`src/rtl/rle_ctd_pkg.sv`:
```
// Package for the RLE column tile decoder: command, phase and register types and constants.
// No dependencies; imported by every module of the decoder.
package rle_ctd_pkg;

   localparam int unsigned BYTE_W = 8;
   localparam int unsigned ROW_W  = 9;
   localparam int unsigned CSR_INDEX_W = 2;

   localparam logic [BYTE_W-1:0] COUNT_MASK      = 8'h7f;
   localparam int unsigned       REPEAT_FLAG_BIT = 7;
   localparam logic [BYTE_W-1:0] ROW_LIMIT_RESET = 8'd157;
   localparam logic [ROW_W-1:0]  ROW_STEP        = 9'd2;

   typedef enum logic [CSR_INDEX_W-1:0] {
      CSR_START_COLUMN = 2'd0,
      CSR_START_ROW    = 2'd1,
      CSR_ROW_LIMIT    = 2'd2
   } csr_index_type;

   typedef enum logic [4:0] {
      PH_COUNT = 5'b00001,
      PH_REP_A = 5'b00010,
      PH_REP_B = 5'b00100,
      PH_LIT_A = 5'b01000,
      PH_LIT_B = 5'b10000
   } phase_type;

   // One queue entry: a position reload, or a pattern pair drawn count times.
   typedef struct packed {
      logic              reload;
      logic              draw;
      logic [BYTE_W-1:0] load_column;
      logic [BYTE_W-1:0] load_row;
      logic [BYTE_W-1:0] top;
      logic [BYTE_W-1:0] bottom;
      logic [BYTE_W-1:0] count;
   } cmd_type;

endpackage

```
`src/rtl/rle_ctd_req_if.sv`:
```
// Request channel of the RLE column tile decoder: one compressed body byte per request.
// Standalone; no package needed.
interface rle_ctd_req_if;
   logic       valid;
   logic       ready;
   logic [7:0] data_byte;
   logic       image_start;

   modport source (output valid, data_byte, image_start, input ready);
   modport sink   (input valid, data_byte, image_start, output ready);
endinterface

```
`src/rtl/rle_ctd_rsp_if.sv`:
```
// Result channel of the RLE column tile decoder: one or two tile draws per item.
// Standalone; no package needed.
interface rle_ctd_rsp_if;
   logic       valid;
   logic       ready;
   logic [7:0] column;
   logic [8:0] row;
   logic [7:0] top_pattern;
   logic [7:0] bottom_pattern;
   logic       second_valid;
   logic [7:0] column_second;
   logic [8:0] row_second;
   logic       last_of_run;

   modport source (output valid, column, row, top_pattern, bottom_pattern, second_valid,
                   column_second, row_second, last_of_run, input ready);
   modport sink   (input valid, column, row, top_pattern, bottom_pattern, second_valid,
                   column_second, row_second, last_of_run, output ready);
endinterface

```
`src/rtl/rle_ctd_front.sv`:
```
// Byte parser: tracks count and pattern bytes and emits reload and draw commands.
// Depends on rle_ctd_pkg and rle_ctd_req_if.
module rle_ctd_front
   import rle_ctd_pkg::*;
(
   input  logic              clock,
   input  logic              reset,
   rle_ctd_req_if.sink       req_ch,
   input  logic [BYTE_W-1:0] start_column,
   input  logic [BYTE_W-1:0] start_row,
   input  logic              push_ready,
   output logic              push_valid,
   output cmd_type           push_cmd
);

   phase_type         phase_ff, phase_in, phase_cur;
   logic [BYTE_W-1:0] run_ff, run_in;
   logic [BYTE_W-1:0] held_ff, held_in;
   logic              accept;
   logic              draw;
   logic [BYTE_W-1:0] draw_count;
   logic [BYTE_W-1:0] b;

   assign req_ch.ready = push_ready;
   assign accept       = req_ch.valid && push_ready;
   assign b            = req_ch.data_byte;
   assign phase_cur    = req_ch.image_start ? PH_COUNT : phase_ff;

   always_comb begin
      phase_in   = phase_ff;
      run_in     = run_ff;
      held_in    = held_ff;
      draw       = 1'b0;
      draw_count = run_ff;
      unique case (phase_cur)
         PH_COUNT: begin
            run_in   = (b & COUNT_MASK) + 8'd1;
            phase_in = b[REPEAT_FLAG_BIT] ? PH_REP_A : PH_LIT_A;
         end
         PH_REP_A: begin
            held_in  = b;
            phase_in = PH_REP_B;
         end
         PH_LIT_A: begin
            held_in  = b;
            phase_in = PH_LIT_B;
         end
         PH_REP_B: begin
            draw       = 1'b1;
            draw_count = run_ff;
            run_in     = '0;
            phase_in   = PH_COUNT;
         end
         PH_LIT_B: begin
            draw       = 1'b1;
            draw_count = 8'd1;
            run_in     = run_ff - 8'd1;
            phase_in   = (run_ff == 8'd1) ? PH_COUNT : PH_LIT_A;
         end
         default: begin
            phase_in = PH_COUNT;
         end
      endcase
   end

   assign push_valid           = accept && (req_ch.image_start || draw);
   assign push_cmd.reload      = req_ch.image_start;
   assign push_cmd.draw        = draw;
   assign push_cmd.load_column = start_column;
   assign push_cmd.load_row    = start_row;
   assign push_cmd.top         = held_ff;
   assign push_cmd.bottom      = b;
   assign push_cmd.count       = draw_count;

   always_ff @(posedge clock) begin
      if (reset) begin
         phase_ff <= PH_COUNT;
         run_ff   <= '0;
         held_ff  <= '0;
      end else if (accept) begin
         phase_ff <= phase_in;
         run_ff   <= run_in;
         held_ff  <= held_in;
      end
   end

endmodule

```
`src/rtl/rle_ctd_queue.sv`:
```
// Small command queue between the parser and the drawing engine.
// Depends on rle_ctd_pkg.
module rle_ctd_queue
   import rle_ctd_pkg::*;
#(
   parameter int unsigned DEPTH = 2
)
(
   input  logic    clock,
   input  logic    reset,
   input  logic    push_valid,
   input  cmd_type push_cmd,
   output logic    push_ready,
   output logic    head_valid,
   output cmd_type head_cmd,
   input  logic    pop
);

   localparam int unsigned PTR_W = $clog2(DEPTH);
   localparam int unsigned CNT_W = $clog2(DEPTH + 1);

   cmd_type          mem_ff [DEPTH];
   logic [PTR_W-1:0] wr_ptr_ff, wr_ptr_in;
   logic [PTR_W-1:0] rd_ptr_ff, rd_ptr_in;
   logic [CNT_W-1:0] count_ff, count_in;
   logic             do_push, do_pop;

   assign push_ready = (count_ff != CNT_W'(DEPTH));
   assign head_valid = (count_ff != '0);
   assign head_cmd   = mem_ff[rd_ptr_ff];
   assign do_push    = push_valid && push_ready;
   assign do_pop     = pop && head_valid;

   always_comb begin
      wr_ptr_in = wr_ptr_ff;
      rd_ptr_in = rd_ptr_ff;
      count_in  = count_ff;
      if (do_push) begin
         wr_ptr_in = (wr_ptr_ff == PTR_W'(DEPTH - 1)) ? '0 : wr_ptr_ff + 1'b1;
      end
      if (do_pop) begin
         rd_ptr_in = (rd_ptr_ff == PTR_W'(DEPTH - 1)) ? '0 : rd_ptr_ff + 1'b1;
      end
      if (do_push && !do_pop) begin
         count_in = count_ff + 1'b1;
      end else if (do_pop && !do_push) begin
         count_in = count_ff - 1'b1;
      end
   end

   always_ff @(posedge clock) begin
      if (do_push) begin
         mem_ff[wr_ptr_ff] <= push_cmd;
      end
   end

   always_ff @(posedge clock) begin
      if (reset) begin
         wr_ptr_ff <= '0;
         rd_ptr_ff <= '0;
         count_ff  <= '0;
      end else begin
         wr_ptr_ff <= wr_ptr_in;
         rd_ptr_ff <= rd_ptr_in;
         count_ff  <= count_in;
      end
   end

   a_count_bound: assert property (@(posedge clock) disable iff (reset)
      count_ff <= CNT_W'(DEPTH))
      else $error("queue count above depth");

   a_no_push_full: assert property (@(posedge clock) disable iff (reset)
      push_valid |-> push_ready)
      else $error("request pushed into full queue");

endmodule

```
`src/rtl/rle_ctd_back.sv`:
```
// Drawing engine: holds the tile position; one or two draws a cycle while output is free.
// Depends on rle_ctd_pkg and rle_ctd_rsp_if.
module rle_ctd_back
   import rle_ctd_pkg::*;
(
   input  logic              clock,
   input  logic              reset,
   input  logic [BYTE_W-1:0] start_row,
   input  logic [BYTE_W-1:0] row_limit,
   input  logic              head_valid,
   input  cmd_type           head_cmd,
   output logic              pop,
   rle_ctd_rsp_if.source     rsp_ch
);

   logic [BYTE_W-1:0] col_ff, col_in;
   logic [ROW_W-1:0]  row_ff, row_in;
   logic              active_ff, active_in;
   logic [BYTE_W-1:0] left_ff, left_in;
   logic [BYTE_W-1:0] top_ff, top_in;
   logic [BYTE_W-1:0] bottom_ff, bottom_in;

   logic              rsp_valid_ff, rsp_valid_in;
   logic [BYTE_W-1:0] rsp_column_ff, rsp_column_in;
   logic [ROW_W-1:0]  rsp_row_ff, rsp_row_in;
   logic [BYTE_W-1:0] rsp_top_ff, rsp_top_in;
   logic [BYTE_W-1:0] rsp_bottom_ff, rsp_bottom_in;
   logic              rsp_second_ff, rsp_second_in;
   logic [BYTE_W-1:0] rsp_column2_ff, rsp_column2_in;
   logic [ROW_W-1:0]  rsp_row2_ff, rsp_row2_in;
   logic              rsp_last_ff, rsp_last_in;

   logic              slot_free, produce, two;
   logic [ROW_W-1:0]  r1, r2, row1, row2, reload_row, limit;
   logic [BYTE_W-1:0] col1, col2, left_next;
   logic              wrap1, wrap2;

   assign reload_row = {1'b0, start_row};
   assign limit      = {1'b0, row_limit};

   // Position after the first and the second draw
   assign r1    = row_ff + ROW_STEP;
   assign wrap1 = r1 > limit;
   assign col1  = wrap1 ? col_ff + 8'd1 : col_ff;
   assign row1  = wrap1 ? reload_row : r1;
   assign r2    = row1 + ROW_STEP;
   assign wrap2 = r2 > limit;
   assign col2  = wrap2 ? col1 + 8'd1 : col1;
   assign row2  = wrap2 ? reload_row : r2;

   assign slot_free = !rsp_valid_ff || rsp_ch.ready;
   assign produce   = active_ff && slot_free;
   assign pop       = head_valid && !active_ff;
   assign two       = (left_ff > 8'd1);
   assign left_next = left_ff - (two ? 8'd2 : 8'd1);

   always_comb begin
      col_in         = col_ff;
      row_in         = row_ff;
      active_in      = active_ff;
      left_in        = left_ff;
      top_in         = top_ff;
      bottom_in      = bottom_ff;
      rsp_valid_in   = rsp_ch.ready ? 1'b0 : rsp_valid_ff;
      rsp_column_in  = rsp_column_ff;
      rsp_row_in     = rsp_row_ff;
      rsp_top_in     = rsp_top_ff;
      rsp_bottom_in  = rsp_bottom_ff;
      rsp_second_in  = rsp_second_ff;
      rsp_column2_in = rsp_column2_ff;
      rsp_row2_in    = rsp_row2_ff;
      rsp_last_in    = rsp_last_ff;
      if (pop) begin
         if (head_cmd.reload) begin
            col_in = head_cmd.load_column;
            row_in = {1'b0, head_cmd.load_row};
         end
         if (head_cmd.draw) begin
            active_in = 1'b1;
            left_in   = head_cmd.count;
            top_in    = head_cmd.top;
            bottom_in = head_cmd.bottom;
         end
      end else if (produce) begin
         rsp_valid_in   = 1'b1;
         rsp_column_in  = col_ff;
         rsp_row_in     = row_ff;
         rsp_top_in     = top_ff;
         rsp_bottom_in  = bottom_ff;
         rsp_second_in  = two;
         rsp_column2_in = two ? col1 : '0;
         rsp_row2_in    = two ? row1 : '0;
         rsp_last_in    = (left_next == '0);
         col_in         = two ? col2 : col1;
         row_in         = two ? row2 : row1;
         left_in        = left_next;
         active_in      = (left_next != '0);
      end
   end

   always_ff @(posedge clock) begin
      if (reset) begin
         col_ff       <= '0;
         row_ff       <= '0;
         active_ff    <= 1'b0;
         left_ff      <= '0;
         rsp_valid_ff <= 1'b0;
      end else begin
         col_ff       <= col_in;
         row_ff       <= row_in;
         active_ff    <= active_in;
         left_ff      <= left_in;
         rsp_valid_ff <= rsp_valid_in;
      end
   end

   always_ff @(posedge clock) begin
      top_ff         <= top_in;
      bottom_ff      <= bottom_in;
      rsp_column_ff  <= rsp_column_in;
      rsp_row_ff     <= rsp_row_in;
      rsp_top_ff     <= rsp_top_in;
      rsp_bottom_ff  <= rsp_bottom_in;
      rsp_second_ff  <= rsp_second_in;
      rsp_column2_ff <= rsp_column2_in;
      rsp_row2_ff    <= rsp_row2_in;
      rsp_last_ff    <= rsp_last_in;
   end

   assign rsp_ch.valid          = rsp_valid_ff;
   assign rsp_ch.column         = rsp_column_ff;
   assign rsp_ch.row            = rsp_row_ff;
   assign rsp_ch.top_pattern    = rsp_top_ff;
   assign rsp_ch.bottom_pattern = rsp_bottom_ff;
   assign rsp_ch.second_valid   = rsp_second_ff;
   assign rsp_ch.column_second  = rsp_column2_ff;
   assign rsp_ch.row_second     = rsp_row2_ff;
   assign rsp_ch.last_of_run    = rsp_last_ff;

   a_active_left: assert property (@(posedge clock) disable iff (reset)
      active_ff |-> (left_ff != '0))
      else $error("draw run active with nothing left");

   a_last_ends_run: assert property (@(posedge clock) disable iff (reset)
      (produce && left_next == '0) |=> !active_ff)
      else $error("run still active after last request");

   a_single_zeroed: assert property (@(posedge clock) disable iff (reset)
      (rsp_valid_ff && !rsp_second_ff) |-> (rsp_column2_ff == '0 && rsp_row2_ff == '0))
      else $error("second draw position not cleared");

endmodule

```
`src/rtl/rle_column_tile_decoder.sv`:
```
// RLE column tile decoder: parser front, command queue, drawing engine.
// A result is registered: the command of its final pattern byte passes through the queue,
// the engine's run registers and the output register (engine idle). Throughput: one request
// byte a cycle while the queue has room; the engine loads each command, then issues
// one result (up to two draws) a cycle while the output slot is free.
// Reset (synchronous): parser, queue, position and output cleared; registers to defaults.
module rle_column_tile_decoder
   import rle_ctd_pkg::*;
#(
   parameter int unsigned QUEUE_DEPTH = 2
)
(
   input  logic                   clock,
   input  logic                   reset,
   rle_ctd_req_if.sink            req_ch,
   rle_ctd_rsp_if.source          rsp_ch,
   input  logic                   csr_we,
   input  logic [CSR_INDEX_W-1:0] csr_index,
   input  logic [BYTE_W-1:0]      csr_wdata
);

   logic [BYTE_W-1:0] start_column_ff;
   logic [BYTE_W-1:0] start_row_ff;
   logic [BYTE_W-1:0] row_limit_ff;

   logic    push_valid, push_ready, head_valid, pop;
   cmd_type push_cmd, head_cmd;

   always_ff @(posedge clock) begin
      if (reset) begin
         start_column_ff <= '0;
         start_row_ff    <= '0;
         row_limit_ff    <= ROW_LIMIT_RESET;
      end else if (csr_we) begin
         unique case (csr_index)
            CSR_START_COLUMN: start_column_ff <= csr_wdata;
            CSR_START_ROW:    start_row_ff    <= csr_wdata;
            CSR_ROW_LIMIT:    row_limit_ff    <= csr_wdata;
            default: begin
            end
         endcase
      end
   end

   rle_ctd_front u_front (
      .clock        (clock),
      .reset        (reset),
      .req_ch       (req_ch),
      .start_column (start_column_ff),
      .start_row    (start_row_ff),
      .push_ready   (push_ready),
      .push_valid   (push_valid),
      .push_cmd     (push_cmd)
   );

   rle_ctd_queue #(
      .DEPTH (QUEUE_DEPTH)
   ) u_queue (
      .clock      (clock),
      .reset      (reset),
      .push_valid (push_valid),
      .push_cmd   (push_cmd),
      .push_ready (push_ready),
      .head_valid (head_valid),
      .head_cmd   (head_cmd),
      .pop        (pop)
   );

   rle_ctd_back u_back (
      .clock      (clock),
      .reset      (reset),
      .start_row  (start_row_ff),
      .row_limit  (row_limit_ff),
      .head_valid (head_valid),
      .head_cmd   (head_cmd),
      .pop        (pop),
      .rsp_ch     (rsp_ch)
   );

endmodule
```
`src/flat_wrapper.sv`:
```
// flat-port wrapper written by rule: the top's interface ports become plain ports
module rle_column_tile_decoder_flat import rle_ctd_pkg::*;
#(
   parameter int unsigned QUEUE_DEPTH = 2
)
  (clock, reset, csr_we, csr_index, csr_wdata, req_ch_valid, req_ch_data_byte, req_ch_image_start, req_ch_ready, rsp_ch_valid, rsp_ch_column, rsp_ch_row, rsp_ch_top_pattern, rsp_ch_bottom_pattern, rsp_ch_second_valid, rsp_ch_column_second, rsp_ch_row_second, rsp_ch_last_of_run, rsp_ch_ready);
  rle_ctd_req_if req_ch_i ();
  rle_ctd_rsp_if rsp_ch_i ();
  input  logic clock;
  input  logic reset;
  input  logic csr_we;
  input  logic [CSR_INDEX_W-1:0] csr_index;
  input  logic [BYTE_W-1:0] csr_wdata;
  input wire logic [$bits(req_ch_i.valid)-1:0] req_ch_valid;
  input wire logic [$bits(req_ch_i.data_byte)-1:0] req_ch_data_byte;
  input wire logic [$bits(req_ch_i.image_start)-1:0] req_ch_image_start;
  output wire logic [$bits(req_ch_i.ready)-1:0] req_ch_ready;
  output wire logic [$bits(rsp_ch_i.valid)-1:0] rsp_ch_valid;
  output wire logic [$bits(rsp_ch_i.column)-1:0] rsp_ch_column;
  output wire logic [$bits(rsp_ch_i.row)-1:0] rsp_ch_row;
  output wire logic [$bits(rsp_ch_i.top_pattern)-1:0] rsp_ch_top_pattern;
  output wire logic [$bits(rsp_ch_i.bottom_pattern)-1:0] rsp_ch_bottom_pattern;
  output wire logic [$bits(rsp_ch_i.second_valid)-1:0] rsp_ch_second_valid;
  output wire logic [$bits(rsp_ch_i.column_second)-1:0] rsp_ch_column_second;
  output wire logic [$bits(rsp_ch_i.row_second)-1:0] rsp_ch_row_second;
  output wire logic [$bits(rsp_ch_i.last_of_run)-1:0] rsp_ch_last_of_run;
  input wire logic [$bits(rsp_ch_i.ready)-1:0] rsp_ch_ready;
  assign req_ch_i.valid = req_ch_valid;
  assign req_ch_i.data_byte = req_ch_data_byte;
  assign req_ch_i.image_start = req_ch_image_start;
  assign req_ch_ready = req_ch_i.ready;
  assign rsp_ch_valid = rsp_ch_i.valid;
  assign rsp_ch_column = rsp_ch_i.column;
  assign rsp_ch_row = rsp_ch_i.row;
  assign rsp_ch_top_pattern = rsp_ch_i.top_pattern;
  assign rsp_ch_bottom_pattern = rsp_ch_i.bottom_pattern;
  assign rsp_ch_second_valid = rsp_ch_i.second_valid;
  assign rsp_ch_column_second = rsp_ch_i.column_second;
  assign rsp_ch_row_second = rsp_ch_i.row_second;
  assign rsp_ch_last_of_run = rsp_ch_i.last_of_run;
  assign rsp_ch_i.ready = rsp_ch_ready;
  rle_column_tile_decoder #(.QUEUE_DEPTH(QUEUE_DEPTH)) u_core (.clock(clock), .reset(reset), .req_ch(req_ch_i), .rsp_ch(rsp_ch_i), .csr_we(csr_we), .csr_index(csr_index), .csr_wdata(csr_wdata));
endmodule
```
`config.mk`:
```
export PLATFORM = sky130hd
export DESIGN_NAME = rle_column_tile_decoder_flat
export DESIGN_NICKNAME = d
export VERILOG_FILES = /design/src/rtl/rle_ctd_pkg.sv /design/src/rtl/rle_ctd_req_if.sv /design/src/rtl/rle_ctd_rsp_if.sv /design/src/rtl/rle_ctd_front.sv /design/src/rtl/rle_ctd_queue.sv /design/src/rtl/rle_ctd_back.sv /design/src/rtl/rle_column_tile_decoder.sv /design/src/flat_wrapper.sv
export SDC_FILE = /design/constraint.sdc
export NUM_CORES = 1
export LEC_CHECK = 0
export BUFFER_PORTS_ARGS = -buffer_cell sky130_fd_sc_hd__buf_2
export CORE_MARGIN = 2
export CORE_UTILIZATION = 65
export CTS_CLUSTER_DIAMETER = 200
export CTS_CLUSTER_SIZE = 14
export DETAILED_ROUTE_END_ITERATION = 10
export PLACE_DENSITY = 0.85
export SLEW_MARGIN = 20
export SYNTH_ARGS = -nofsm -noshare
export SYNTH_HDL_FRONTEND = slang
export SYNTH_SLANG_ARGS = --single-unit
```
`constraint.sdc`:
```
create_clock -name clock -period 17.72 [get_ports clock]
set_input_delay 3.544 -clock clock [delete_from_list [all_inputs] [get_ports clock]]
set_output_delay 3.544 -clock clock [all_outputs]
set_load 0.05 [all_outputs]
```
Word-level counts from Yosys, hierarchy flattened
Memories as Yosys holds them, arrays and structs flattened. A register that Yosys moved wholly into a read port is not among the register bits.
Cells that the tools add are included.
- bits in registers: 144
- memory bits (writable): 84
- input bits: 24
- output and inout bits: 54
- memories kept: 1
- memory list (memory ; words ; bits a word ; read ports ; clocked after memory_dff ; wr ports ; line ; source):
    u_core.u_queue.mem_ff ; 2 ; 42 ; 1 ; 1 ; 1 ; rle_ctd_queue.sv:22 ; cmd_type mem_ff [DEPTH];
- $add $sub $neg: 11
- magnitude comparators: 3
- equality and inequality tests: 11
- muxes and demuxes: 37
- bitwise operators: 1
- reduce and logical (&&, ||, !) cells: 32
- operators with widths (kind ; count):
    2-to-1 mux 8 bit ; 10
    2-to-1 mux 9 bit ; 6
    case mux 8 bit (3 select lines) ; 1
    case mux 5 bit (4 select lines) ; 1
    adder 9 x 2 -> 9 bit (second input constant) ; 2
    greater-than comparator 9 x 8 -> 1 bit ; 2
    AND reduction 2 bit ; 9
    adder 8 x 1 -> 8 bit (second input constant) ; 2
    2-to-1 mux 1 bit ; 13
    adder 7 x 1 -> 8 bit (second input constant) ; 1
    equality test 8 x 1 -> 1 bit (second input constant) ; 1
    greater-than comparator 8 x 1 -> 1 bit (second input constant) ; 1
    logical AND 1 bit ; 8
    logical NOT 8 bit ; 1
    2-to-1 mux 4 bit ; 2
    nonzero test 8 bit ; 1
    subtractor 8 x 1 -> 8 bit (second input constant) ; 1
    subtractor 8 x 2 -> 8 bit ; 1
    2-to-1 mux 2 bit ; 3
    nonzero test 2 bit ; 3
    equality test 5 x 1 -> 1 bit (second input constant) ; 1
    equality test 5 x 2 -> 1 bit (second input constant) ; 1
    equality test 5 x 3 -> 1 bit (second input constant) ; 1
    equality test 5 x 4 -> 1 bit (second input constant) ; 1
    other kinds (15) ; 22

Logic depth before layout (Yosys ltp)
Gate-level depths: netlist (run 1).
- depth after elaboration: 11
- gate-level depth with buffers: 27
- gate-level depth less buffers: 24

Hierarchy
A second synthesis (run 1) with hierarchy kept.
- cell total of the unflattened synthesis: 905
- area, all modules: 10679.0 µm²
- by module, submodules not included (module ; instances ; cells an instance ; area an instance (µm²)):
    rle_ctd_back ; 1 ; 471 ; 4942.2
    rle_ctd_queue ; 1 ; 155 ; 3243.1
    rle_ctd_front ; 1 ; 181 ; 1472.7
    rle_column_tile_decoder ; 1 ; 98 ; 1021.0

Worst setup path before layout (run 1)
OpenSTA, ideal clock, no wires.
- kind: input to register
- start point: input req_ch_image_start
- end point: memory u_core.u_queue.mem_ff[0][0] in the netlist's numbering (enable)
- setup time: 0.442 ns
- arrival time: 6.331 ns
- required time: 17.278 ns
- path slack: 10.948 ns
- cell stages on the path: 6
- buffers on the path: 1
- cells stage by stage: nor3_1 -> nand2_1 -> nor2_1 -> clkbuf_1 -> o21ai_0 -> nor2_1
- RTL lines (item ; line ; source):
    start, declared ; flat_wrapper.sv:16 ; input wire logic [$bits(req_ch_i.image_start)-1:0] req_ch_image_start;
    end, declared ; rle_ctd_queue.sv:22 ;

Worst setup path in the final report (run 1)
- start point: register u_core.u_back.row_ff[1]
- end point: register u_core.u_back.col_ff[4]
- cells in the longest elaborated chain, start to end: 9
- ends and longest elaborated chain (item ; line ; source):
    start, declared ; rle_ctd_back.sv:17 ; logic [ROW_W-1:0] row_ff, row_in;
    start signal, assigned ; rle_ctd_back.sv:110 ; row_ff <= row_in;
    adder 9 x 2 -> 9 bit (*) ; rle_ctd_back.sv:42 ; assign r1 = row_ff + ROW_STEP;
    greater-than comparator 9 x 8 -> 1 bit ; rle_ctd_back.sv:43 ; assign wrap1 = r1 > limit;
    2-to-1 mux 9 bit (*) ; rle_ctd_back.sv:45 ; assign row1 = wrap1 ? reload_row : r1;
    via u_core.u_back.row1[2] ; rle_ctd_back.sv:34 ; logic [ROW_W-1:0] r1, r2, row1, row2, reload_row, limit;
    adder 9 x 2 -> 9 bit (*) ; rle_ctd_back.sv:46 ; assign r2 = row1 + ROW_STEP;
    greater-than comparator 9 x 8 -> 1 bit (*) ; rle_ctd_back.sv:47 ; assign wrap2 = r2 > limit;
    2-to-1 mux 8 bit (*) ; rle_ctd_back.sv:48 ; assign col2 = wrap2 ? col1 + 8'd1 : col1;
    2-to-1 mux 8 bit (*) ; rle_ctd_back.sv:94 ; col_in = two ? col2 : col1;
    2-to-1 mux 8 bit (*) ; rle_ctd_back.sv:84 ; end else if (produce) begin
    2-to-1 mux 8 bit (*) ; rle_ctd_back.sv:73 ; if (pop) begin
    end signal, assigned ; rle_ctd_back.sv:109 ; col_ff <= col_in;
    end, declared ; rle_ctd_back.sv:16 ; logic [BYTE_W-1:0] col_ff, col_in;
The timed path passes the listed nets; every way through them passes the cells marked *. The select of a mux whose other input is x is not followed.
A chain may end at the register's enable or synchronous reset.

==> results.toml, run 1 <==
[run_status]
status = "finished clean"

[pwr]
irDropWorstVdd_mv = 0.102
pwr_density_cell_mw_per_mm2 = 162
p_sw_share_pct = 38.9
pwr-share-seq_pct = 40.2
p_leak_nw = 4.22
p_switching_mw = 0.717
clockPowerShare_pct = 21.7
p_int_mw = 1.13
pwr-share-comb_pct = 38.1

[sta]
fin_ws_ns = 11.29
max_slew.worst_pin.slew_ns = 1.05
whs_ns = 0.419
hold_violations = 0
maxSlewViolCount = 0
tns_ns = 0
fmax_mhz = 155
final.min_clock_period_ns = 6.43
rsz0062_at_grt = "no"
slew-limit-headroom_pct = 29.7
timing.final.crit_share_pct = 36.3
setup_viol = 0
skew_ns = 0.0226

[worst_setup_path]
cp-end-kind = "register"
reg2reg_from = "u_core.u_back.row_ff[1]$_SDFFE_PP0P_"
crit_family = "simple AND/OR/NAND/NOR gates"
startpoint = "u_core.u_back.row_ff[1]$_SDFFE_PP0P_"
path_class = "reg -> reg"
start_kind = "register"
cpPeakStageDelay_ns = 0.57
r2r_slack_ns = 11.29
critPathArrivalTime_ns = 6.84
ff2ff_path_depth = 21
crit_chain = "ha_1 -> nand3_1 -> xnor2_1 -> ha_1 -> o211ai_1 -> nand2_1 -> o211a_2 -> nor2_4 -> mux2i_1 -> inv_1 -> ha_1 -> o221ai_1 -> xor2_1 -> ha_1 -> a2111oi_0 -> nand3_1 -> and3b_1 -> nor3_2 -> nor3b_1 -> a311o_1 -> a211oi_1"
setup.worst_path.end = "u_core.u_back.col_ff[4]$_SDFFE_PP0P_"
path_depth = 21
crit_top_cell = "ha_1"
required_ns = 18.13
slowest_stage = "nor3_2"
crit_fanout = 18
cp.buffers_inverters = 1
timing.rr.end = "u_core.u_back.col_ff[4]$_SDFFE_PP0P_"

[clock_network]
numCtsBuffers = 20
htreeDepth = 1
cts-root-buf = "clkbuf_16"
cts-resized-gates = 0
cts_buffer_depth = 3
cts.clk_slew.worst_paths_ns = 0.07
cts_setup_buffers = 0
cts_hold_buf = 0
cts_tree = "yes"
insertion_delay_ns = 0.50
clock_sinks = 229

[yosys]
ys_seq_area_share_pct = 59.8
synth-seq-cells = 229
syn_inst = 867
avgSynthCellArea_um2 = 11.8
synth_top_cell_area_share_pct = 44.7
post-synth-top-area-cell = "edfxtp_1"
synthArstFlopShare_pct = 0
synth.area.top_cells = "edfxtp_1 (45%), dfxtp_1 (15%), mux2i_1 (4.8%)"
synth_cell_types = 73
synth_fp_nets = 918
yosysWarningCount = 0
synth_edf_count = 152
synth_flop_cell = "edfxtp_1"
netlist_area_mm2 = 0.0102

[final_layout]
fin_nets = 986
final_area_mm2 = 0.0114
area_growth_syn_to_layout_pct = 11.4
drive_gt1_share_pct = 16.0
fin_util_pct = 74.6

[place]
pre_cts_ws_ns = 11.22
globalplace.congestion = 1.00
dp_hpwl_um = 14600
placed_area_mm2 = 0.0108
portBuffers = 77

[route]
postRouteWirelength_um = 21800
post-route-drc-count = 0
avgRoutedWirePerCell_um = 18.8
drt_iter0_drc = 901
vias_per_cell = 6.24
vias = 7241
ant_nets = 0
drtPass1Iterations = 5

[grt]
grt_overflow = 0
track_usage_pct = 26.3
grt_max_degree = 78
grt_pass1_wl_um = 34300
grt_pass1_vias = 6641
antenna_found_initial = 0

[floorplanning]
die_y_um = 129
initial_core_util_pct = 67.0
die_area_mm2 = 0.0167
ios = 78
fp.dieW_um = 129
num_rows = 45
core-area_mm2 = 0.0153

[flow_run]
max-cap-violations = 0

[worst_hold_path]
hold_class = "reg -> reg"
synthesized netlist by cell type, drive strengths merged (4+ instances only):
cell type	n
xnor2	14
nand3	27
and3	5
or3	5
nor4	6
o21ai	48
xor2	16
dfxtp	77
nand2b	7
a211o	4
a31oi	6
and2	11
a21oi	46
inv	30
o211ai	7
nor3b	4
nor3	17
edfxtp	152
o22ai	7
clkbuf	30
nand4	10
a22oi	10
buf	10
mux2i	49
nor2	95
nor2b	6
mux2	21
ha	26
a211oi	14
or2	5
nand2	49
o31ai	5
routing by layer:
metal  up-vias  GRT usage, %  part of all wire, %
met1      3458          38.4                   44
li1       3347             -                    -
met3        58          5.41                  9.4
met5         -             0                    0
met2       378          39.7                   44
met4         0          9.02                  3.0
layout make-up:
class / instances / area [um^2]
sequential: 229 / 6110
fill: 977 / 3880
multi-input combinational: 567 / 3850
clock buffer: 34 / 574
timing repair buffer: 86 / 453
tap: 211 / 264
inverter: 31 / 116
clock inverter: 1 / 11.3
antenna: 1 / 2.50
worst min path at each step:
stage	slack (ns)	from	endpoint	cells past startpoint
2_1_floorplan	0.40	u_core.u_back.bottom_ff[0]$_DFFE_PP_	u_core.u_back.rsp_ch.bottom_pattern[0]$_DFFE_PP_	0
3_3_place_gp	0.40	u_core.u_back.top_ff[6]$_DFFE_PP_	u_core.u_back.rsp_ch.top_pattern[6]$_DFFE_PP_	0
3_5_place_dp	0.40	u_core.u_back.bottom_ff[1]$_DFFE_PP_	u_core.u_back.rsp_ch.bottom_pattern[1]$_DFFE_PP_	0
4_1_cts	0.42	u_core.u_back.bottom_ff[1]$_DFFE_PP_	u_core.u_back.rsp_ch.bottom_pattern[1]$_DFFE_PP_	0
5_1_grt	0.42	u_core.u_back.bottom_ff[4]$_DFFE_PP_	u_core.u_back.rsp_ch.bottom_pattern[4]$_DFFE_PP_	0
6_report	0.42	u_core.u_back.bottom_ff[1]$_DFFE_PP_	u_core.u_back.rsp_ch.bottom_pattern[1]$_DFFE_PP_	0
state kept, by name, indices dropped and copies added (netlist names), 9 cells and up, named ones only:
name,count
u_core.u_back.row_ff,9
u_core.u_back.rsp_ch.row,9
u_core.u_queue.mem_ff,84
u_core.u_back.rsp_ch.row_second,9
through the flow:
step / instances / total power [mW]
6_report: 1160 / 1.84
5_1_grt: 1159 / 1.94
4_1_cts: 1159 / 1.83
3_5_place_dp: 1124 / 1.43
3_3_place_gp: 1124 / 1.42
2_1_floorplan: 867 / 1.26
layout by cell type, fill, tap and decap left out, drive strengths merged, types with 6 or more instances in the layout:
| master | Yosys | layout |
|---|---|---|
| o22ai | 7 | 7 |
| nor4 | 6 | 6 |
| buf | 10 | 86 |
| nand2 | 49 | 49 |
| nor3 | 17 | 17 |
| o21ai | 48 | 48 |
| a22oi | 10 | 10 |
| edfxtp | 152 | 152 |
| nand2b | 7 | 7 |
| ha | 26 | 26 |
| inv | 30 | 32 |
| nand4 | 10 | 10 |
| xor2 | 16 | 16 |
| a21oi | 46 | 46 |
| xnor2 | 14 | 14 |
| o211ai | 7 | 7 |
| nand3 | 27 | 27 |
| a31oi | 6 | 6 |
| mux2 | 21 | 21 |
| dfxtp | 77 | 77 |
| mux2i | 49 | 49 |
| nor2b | 6 | 6 |
| nor2 | 95 | 95 |
| a211oi | 14 | 14 |
| and2 | 11 | 11 |
| clkbuf | 30 | 34 |
kinds of logic (layout without fill, tap and decap cells):
logic type	Yosys count	in the layout	synth area share [%]
AO/OA/AOI/OAI	177	177	11.4
XOR/XNOR	30	30	2.57
adder cells (fa/ha/maj)	27	27	3.38
buffers and inverters	71	152	2.72
flip-flops	229	229	59.8
multiplexers	70	70	7.11
other	1	2	0.0367
AND/OR/NAND/NOR	262	262	13.0
power groups by stage:
stage	registers [mW]	logic [mW]	clock network [mW]
finish	0.740	0.703	0.400
global route	0.750	0.766	0.424
floorplan	0.822	0.438	0
CTS	0.738	0.690	0.404
detailed placement	0.750	0.685	0
global placement	0.745	0.676	0
Power figures use the tool's default switching activity.
==> run 2, diff against run 1 <==
CORE_UTILIZATION = 60   (was 65)
PLACE_DENSITY = 0.8   (was 0.85)
clock period = 6.15 ns   (was 17.72 ns; I/O delays follow)
==> run 2 against run 1 <==
Against the previous run:
- clock skew decreased by 0.0067 ns
- die area increased by 8.1%
- largest cell class unchanged
- fmax increased by 9.7%
- wire length increased by 5.1%
- largest power group unchanged
- critical endpoint is now u_core.u_back.row_ff[3]$_SDFFE_PP0P_
==> results.toml, run 2 (same netlist as run 1, synthesis figures left out) <==
[clock_network]
cts.clk_slew.worst_paths_ns = 0.08
htreeDepth = 1
numCtsBuffers = 20
clock_sinks = 229
cts_buffer_depth = 3
cts-root-buf = "clkbuf_16"
cts_setup_buffers = 0
insertion_delay_ns = 0.49
cts_tree = "yes"

[grt]
grt_max_degree = 70
busiest_layer = "met1"
grt_pass1_vias = 6486
met1_usage_pct = 38.7
antenna_found_initial = 0
met2_usage_pct = 38.2
grt_overflow = 0
track_usage_pct = 25.3
grt.met3_usage_pct = 3.87
grt_pass1_wl_um = 35500

[sta]
skew_ns = 0.0158
tns_ns = 0
whs_ns = 0.418
max_slew.worst_pin.slew_ns = 1.05
slew-limit-headroom_pct = 30.0
setup_viol = 0
maxSlewViolCount = 0
final.min_clock_period_ns = 5.87
hold_violations = 0
fmax_mhz = 170
timing.final.crit_share_pct = 95.4
rsz0062_at_grt = "no"

[pwr]
p_sw_share_pct = 39.2
pwr-share-comb_pct = 38.4
pwr-share-seq_pct = 40.1
irDropWorstVdd_mv = 0.285
p_switching_mw = 2.11
p_leak_nw = 4.27
finalPower_mw = 5.38
pwr_density_cell_mw_per_mm2 = 470
p_int_mw = 3.27
clockPowerShare_pct = 21.5

[final_layout]
fillCellCount = 1222
final_area_mm2 = 0.0115
drive_gt1_share_pct = 16.7
diodes = 0
largest_reg_flops = 84
area_growth_syn_to_layout_pct = 12.1
final_common_cell = "edfxtp_1"
final_cell_mix = "edfxtp_1 (152), nor2_1 (92), buf_2 (77)"
top_register = "u_core.u_queue.mem_ff"
fin_util_pct = 68.9
fin_nets = 994

[run_status]
status = "finished clean"

[route]
drt_iter0_drc = 839
postRouteWirelength_um = 22900
post-route-drc-count = 0
vias = 7110
ant_nets = 0
vias_per_cell = 6.04
drtPass1Iterations = 5
avgRoutedWirePerCell_um = 19.4

[worst_setup_path]
crit_fanout = 9
critPathArrivalTime_ns = 6.31
path_class = "reg -> reg"
slowest_stage = "or3_1"
cp-end-kind = "register"
crit_chain = "nand3_1 -> o21a_1 -> or2_2 -> ha_1 -> a22oi_1 -> o211ai_2 -> o211a_2 -> nor2_4 -> mux2i_1 -> inv_1 -> ha_1 -> o221ai_1 -> xor2_1 -> ha_1 -> a2111oi_0 -> nand3_1 -> and3b_1 -> or3_1 -> or4_1 -> a31oi_1 -> o21a_1"
start_kind = "register"
cpPeakStageDelay_ns = 0.52
crit_top_cell = "ha_1"
required_ns = 6.59

[floorplanning]
initial_core_util_pct = 61.4
ios = 78
die_area_mm2 = 0.0181
fp.dieW_um = 134
die_y_um = 134
num_rows = 47
core-area_mm2 = 0.0166

[place]
globalplace.congestion = 0.882
portBuffers = 77
dp_hpwl_um = 15600
placed_area_mm2 = 0.0109

[flow_run]
max-cap-violations = 0

[worst_hold_path]
hold_class = "reg -> reg"
==> run 2: path summary, 6_finish.rpt <==
check,slack [ns],startpoint,cells past startpoint,endpoint
worst min register to register,0.42,u_core.u_back.top_ff[6]$_DFFE_PP_,0,u_core.u_back.rsp_ch.top_pattern[6]$_DFFE_PP_
worst max-delay path,0.28,u_core.u_back.row_ff[3]$_SDFFE_PP0P_,21,u_core.u_back.row_ff[3]$_SDFFE_PP0P_
worst max register to register,0.28,u_core.u_back.row_ff[3]$_SDFFE_PP0P_,21,u_core.u_back.row_ff[3]$_SDFFE_PP0P_
worst min-delay path,0.42,u_core.u_back.top_ff[6]$_DFFE_PP_,0,u_core.u_back.rsp_ch.top_pattern[6]$_DFFE_PP_
==> run 2: repair_timing <==
item	4_1_cts	5_1_grt
setup endpoints to repair	0	1
resized for setup	0	1
hold endpoints to repair	0	0
hold buffers	0	0
==> run 2: critical path: cells and delay by family, from the launching register on <==
family,cells,cell delay [ns]
and+or+nand+nor,7,2.00
adders and majority gates,3,0.84
buffers and inverters,1,0.08
AOI/OAI and AO/OA,8,1.85
xor gates and xnor gates,1,0.25
DFF,1,0.51
muxes,1,0.30
==> run 2: through the flow <==
stage	std cells	setup WS (ns)
after floorplan	867	0.551
after global routing	1177	0.00361
after CTS	1177	0.301
after global placement	1141	0.592
after detailed placement	1141	0.336
final	1177	0.284
==> run 2: power by group through the flow <==
stage	Clock (mW)	Combinational [mW]	Sequential, mW
after floorplan	0	1.26	2.37
after global placement	0	1.99	2.17
after detailed placement	0	2.02	2.19
after CTS	1.18	2.04	2.15
after global routing	1.24	2.24	2.18
final	1.16	2.06	2.16
==> run 2: layout make-up <==
| type | count | area (um^2) | area share [%] |
|---|---|---|---|
| timing repair buffer | 94 | 513 | 4.48 |
| tap | 220 | 275 | 2.40 |
| clock buffer | 35 | 578 | 5.04 |
| multi-input combinational | 567 | 3860 | 33.7 |
| sequential | 229 | 6110 | 53.3 |
| inverter | 31 | 116 | 1.02 |
| clock inverter | 1 | 11.3 | 0.0983 |
==> run 2: per-layer routing <==
metal	share of wire, %	wire, um
met1	45	10300
met2	45	10200
met3	8.5	1950
met4	1.8	408
met5	0	0
==> run 3, diff against run 2 <==
CELL_PAD_IN_SITES_DETAIL_PLACEMENT = 2   (was not set)
CELL_PAD_IN_SITES_GLOBAL_PLACEMENT = 2   (was not set)
CORE_UTILIZATION = 41   (was 60)
PLACE_DENSITY = not set   (was 0.8)
PLACE_DENSITY_LB_ADDON = 0.1   (was not set)
==> run 3 against run 2 <==
Against the previous run:
- non-clock buffer count is 5 higher
- sequential power barely moved
- count of clock-buffer cells in the layout decreased by 1
- clock power up 3%
- die area increased by 45%
- via count increased by 2.7%
- critical path depth is 4 higher
- fmax up 3.3%
- global-route usage is 1.4 points lower
- power up 4.2%
- cell area is 1.7% higher
- critical path type unchanged
- highest routed layer unchanged
==> results.toml, run 3 (same netlist as run 1, synthesis figures left out) <==
[pwr]
irDropWorstVdd_mv = 0.237
pwr_density_cell_mw_per_mm2 = 481
p_leak_nw = 4.28

[final_layout]
fillCellCount = 2477
top_register = "u_core.u_queue.mem_ff"
final_area_mm2 = 0.0117
fin_nets = 999
drive_gt1_share_pct = 17.8
final_common_cell = "edfxtp_1"
final_cell_mix = "edfxtp_1 (152), nor2_1 (92), buf_2 (77)"
diodes = 0
fin_util_pct = 47.8
ff_latch_area_mm2 = 0.00611
area_growth_syn_to_layout_pct = 14.0
multi_input_area_mm2 = 0.00387
fin_cells = 1286
largest_reg_flops = 84

[floorplanning]
ios = 78
initial_core_util_pct = 41.9
die_area_mm2 = 0.0262
core-area_mm2 = 0.0244
fp.dieW_um = 162
num_rows = 57
die_y_um = 162

[clock_network]
clock_sinks = 229
cts.clk_slew.worst_paths_ns = 0.08
cts_buffer_depth = 3
insertion_delay_ns = 0.52
htreeDepth = 1
cts-root-buf = "clkbuf_16"
numCtsBuffers = 20
cts_tree = "yes"

[sta]
rsz0062_at_grt = "no"
maxSlewViolCount = 0
skew_ns = 0.0195
max_slew.worst_pin.slew_ns = 0.925
final.min_clock_period_ns = 5.68
timing.final.crit_share_pct = 92.3
tns_ns = 0
whs_ns = 0.416
slew-limit-headroom_pct = 38.3
setup_viol = 0
hold_violations = 0
fmax_mhz = 176

[grt]
track_usage_pct = 23.9
grt_pass1_wl_um = 48100
grt_pass1_vias = 8068
antenna_found_initial = 1
grt_max_degree = 69
grt_overflow = 0

[place]
dp_hpwl_um = 22000
placed_area_mm2 = 0.0110
globalplace.congestion = 0.821
dp.cells = 1250
portBuffers = 77

[route]
drt_iter0_drc = 377
vias_per_cell = 5.68
postRouteWirelength_um = 30900
drtPass1Iterations = 4
post-route-drc-count = 0
ant_nets = 0
vias = 7304
avgRoutedWirePerCell_um = 24.0

[run_status]
status = "finished clean"

[flow_run]
max-cap-violations = 0

[worst_setup_path]
reg2reg_from = "u_core.u_back.row_ff[4]$_SDFFE_PP0P_"
path_class = "reg -> reg"
cp-end-kind = "register"
required_ns = 6.57
startpoint = "u_core.u_back.row_ff[4]$_SDFFE_PP0P_"
start_kind = "register"
critPathArrivalTime_ns = 6.10
crit_fanout = 8

[worst_hold_path]
hp-start = "u_core.u_back.bottom_ff[6]$_DFFE_PP_"
hold_class = "reg -> reg"
## run 3: critical path: stages, from the launching register on
cell      delay (ns)
dfxtp_2         0.44
nand3_1         0.13
o21a_1          0.21
or2_2           0.35
ha_1            0.33
a22oi_1         0.20
o211ai_2        0.20
o211a_4         0.36
nor2_4          0.15
mux2i_2         0.29
inv_1           0.08
ha_1            0.25
inv_1           0.13
nor2_1          0.10
xnor2_1         0.28
ha_1            0.31
o21ai_1         0.16
nand2b_1        0.08
a21oi_1         0.13
and3b_1         0.25
buf_4           0.17
nor3_2          0.15
buf_4           0.19
nor3b_1         0.08
a311o_1         0.36
a211oi_1        0.21
## run 3: timing repair
action | CTS | global route
hold buffers | 0 | 0
setup endpoints to repair | 0 | 16
resized for setup | 0 | 8
buffers inserted | 0 | 0
## run 3: where the power goes
group          total [mW]  switching, mW  internal (mW)  leakage (nW)
sequential           2.18          0.218           1.96          2.05
combinational        2.23           1.53          0.702          1.95
clock                1.20          0.574          0.623         0.280
total                5.61           2.32           3.29          4.28
## run 3: routing by layer
| layer | track usage [%] | part of all wire, % |
|---|---|---|
| met2 | 40.9 | 49 |
| met1 | 33.5 | 47 |
| met4 | 4.34 | 1.3 |
| met3 | 2.37 | 3.0 |
| met5 | 0 | 0 |
## run 3: worst paths after layout
kind,slack [ns],endpoint,cells after the start
worst min-delay path,0.42,u_core.u_back.rsp_ch.bottom_pattern[6]$_DFFE_PP_,0
worst max-delay path,0.47,u_core.u_back.col_ff[4]$_SDFFE_PP0P_,25
worst min register to register,0.42,u_core.u_back.rsp_ch.bottom_pattern[6]$_DFFE_PP_,0
worst max register to register,0.47,u_core.u_back.col_ff[4]$_SDFFE_PP0P_,25
## run 3: area by class of cell
class | count | area share, %
Clock inverter | 2 | 0.354
Multi-Input combinational cell | 567 | 33.3
Inverter | 31 | 0.999
Timing Repair Buffer | 99 | 4.72
Sequential cell | 229 | 52.4
Clock buffer | 34 | 4.75
Tap cell | 324 | 3.48
## run 3: stage by stage
stage,setup slack [ns],power [mW]
floorplan,0.551,3.63
global placement,0.479,4.29
detailed placement,0.168,4.42
CTS,0.120,5.65
global route,0.0639,5.93
finish,0.474,5.61
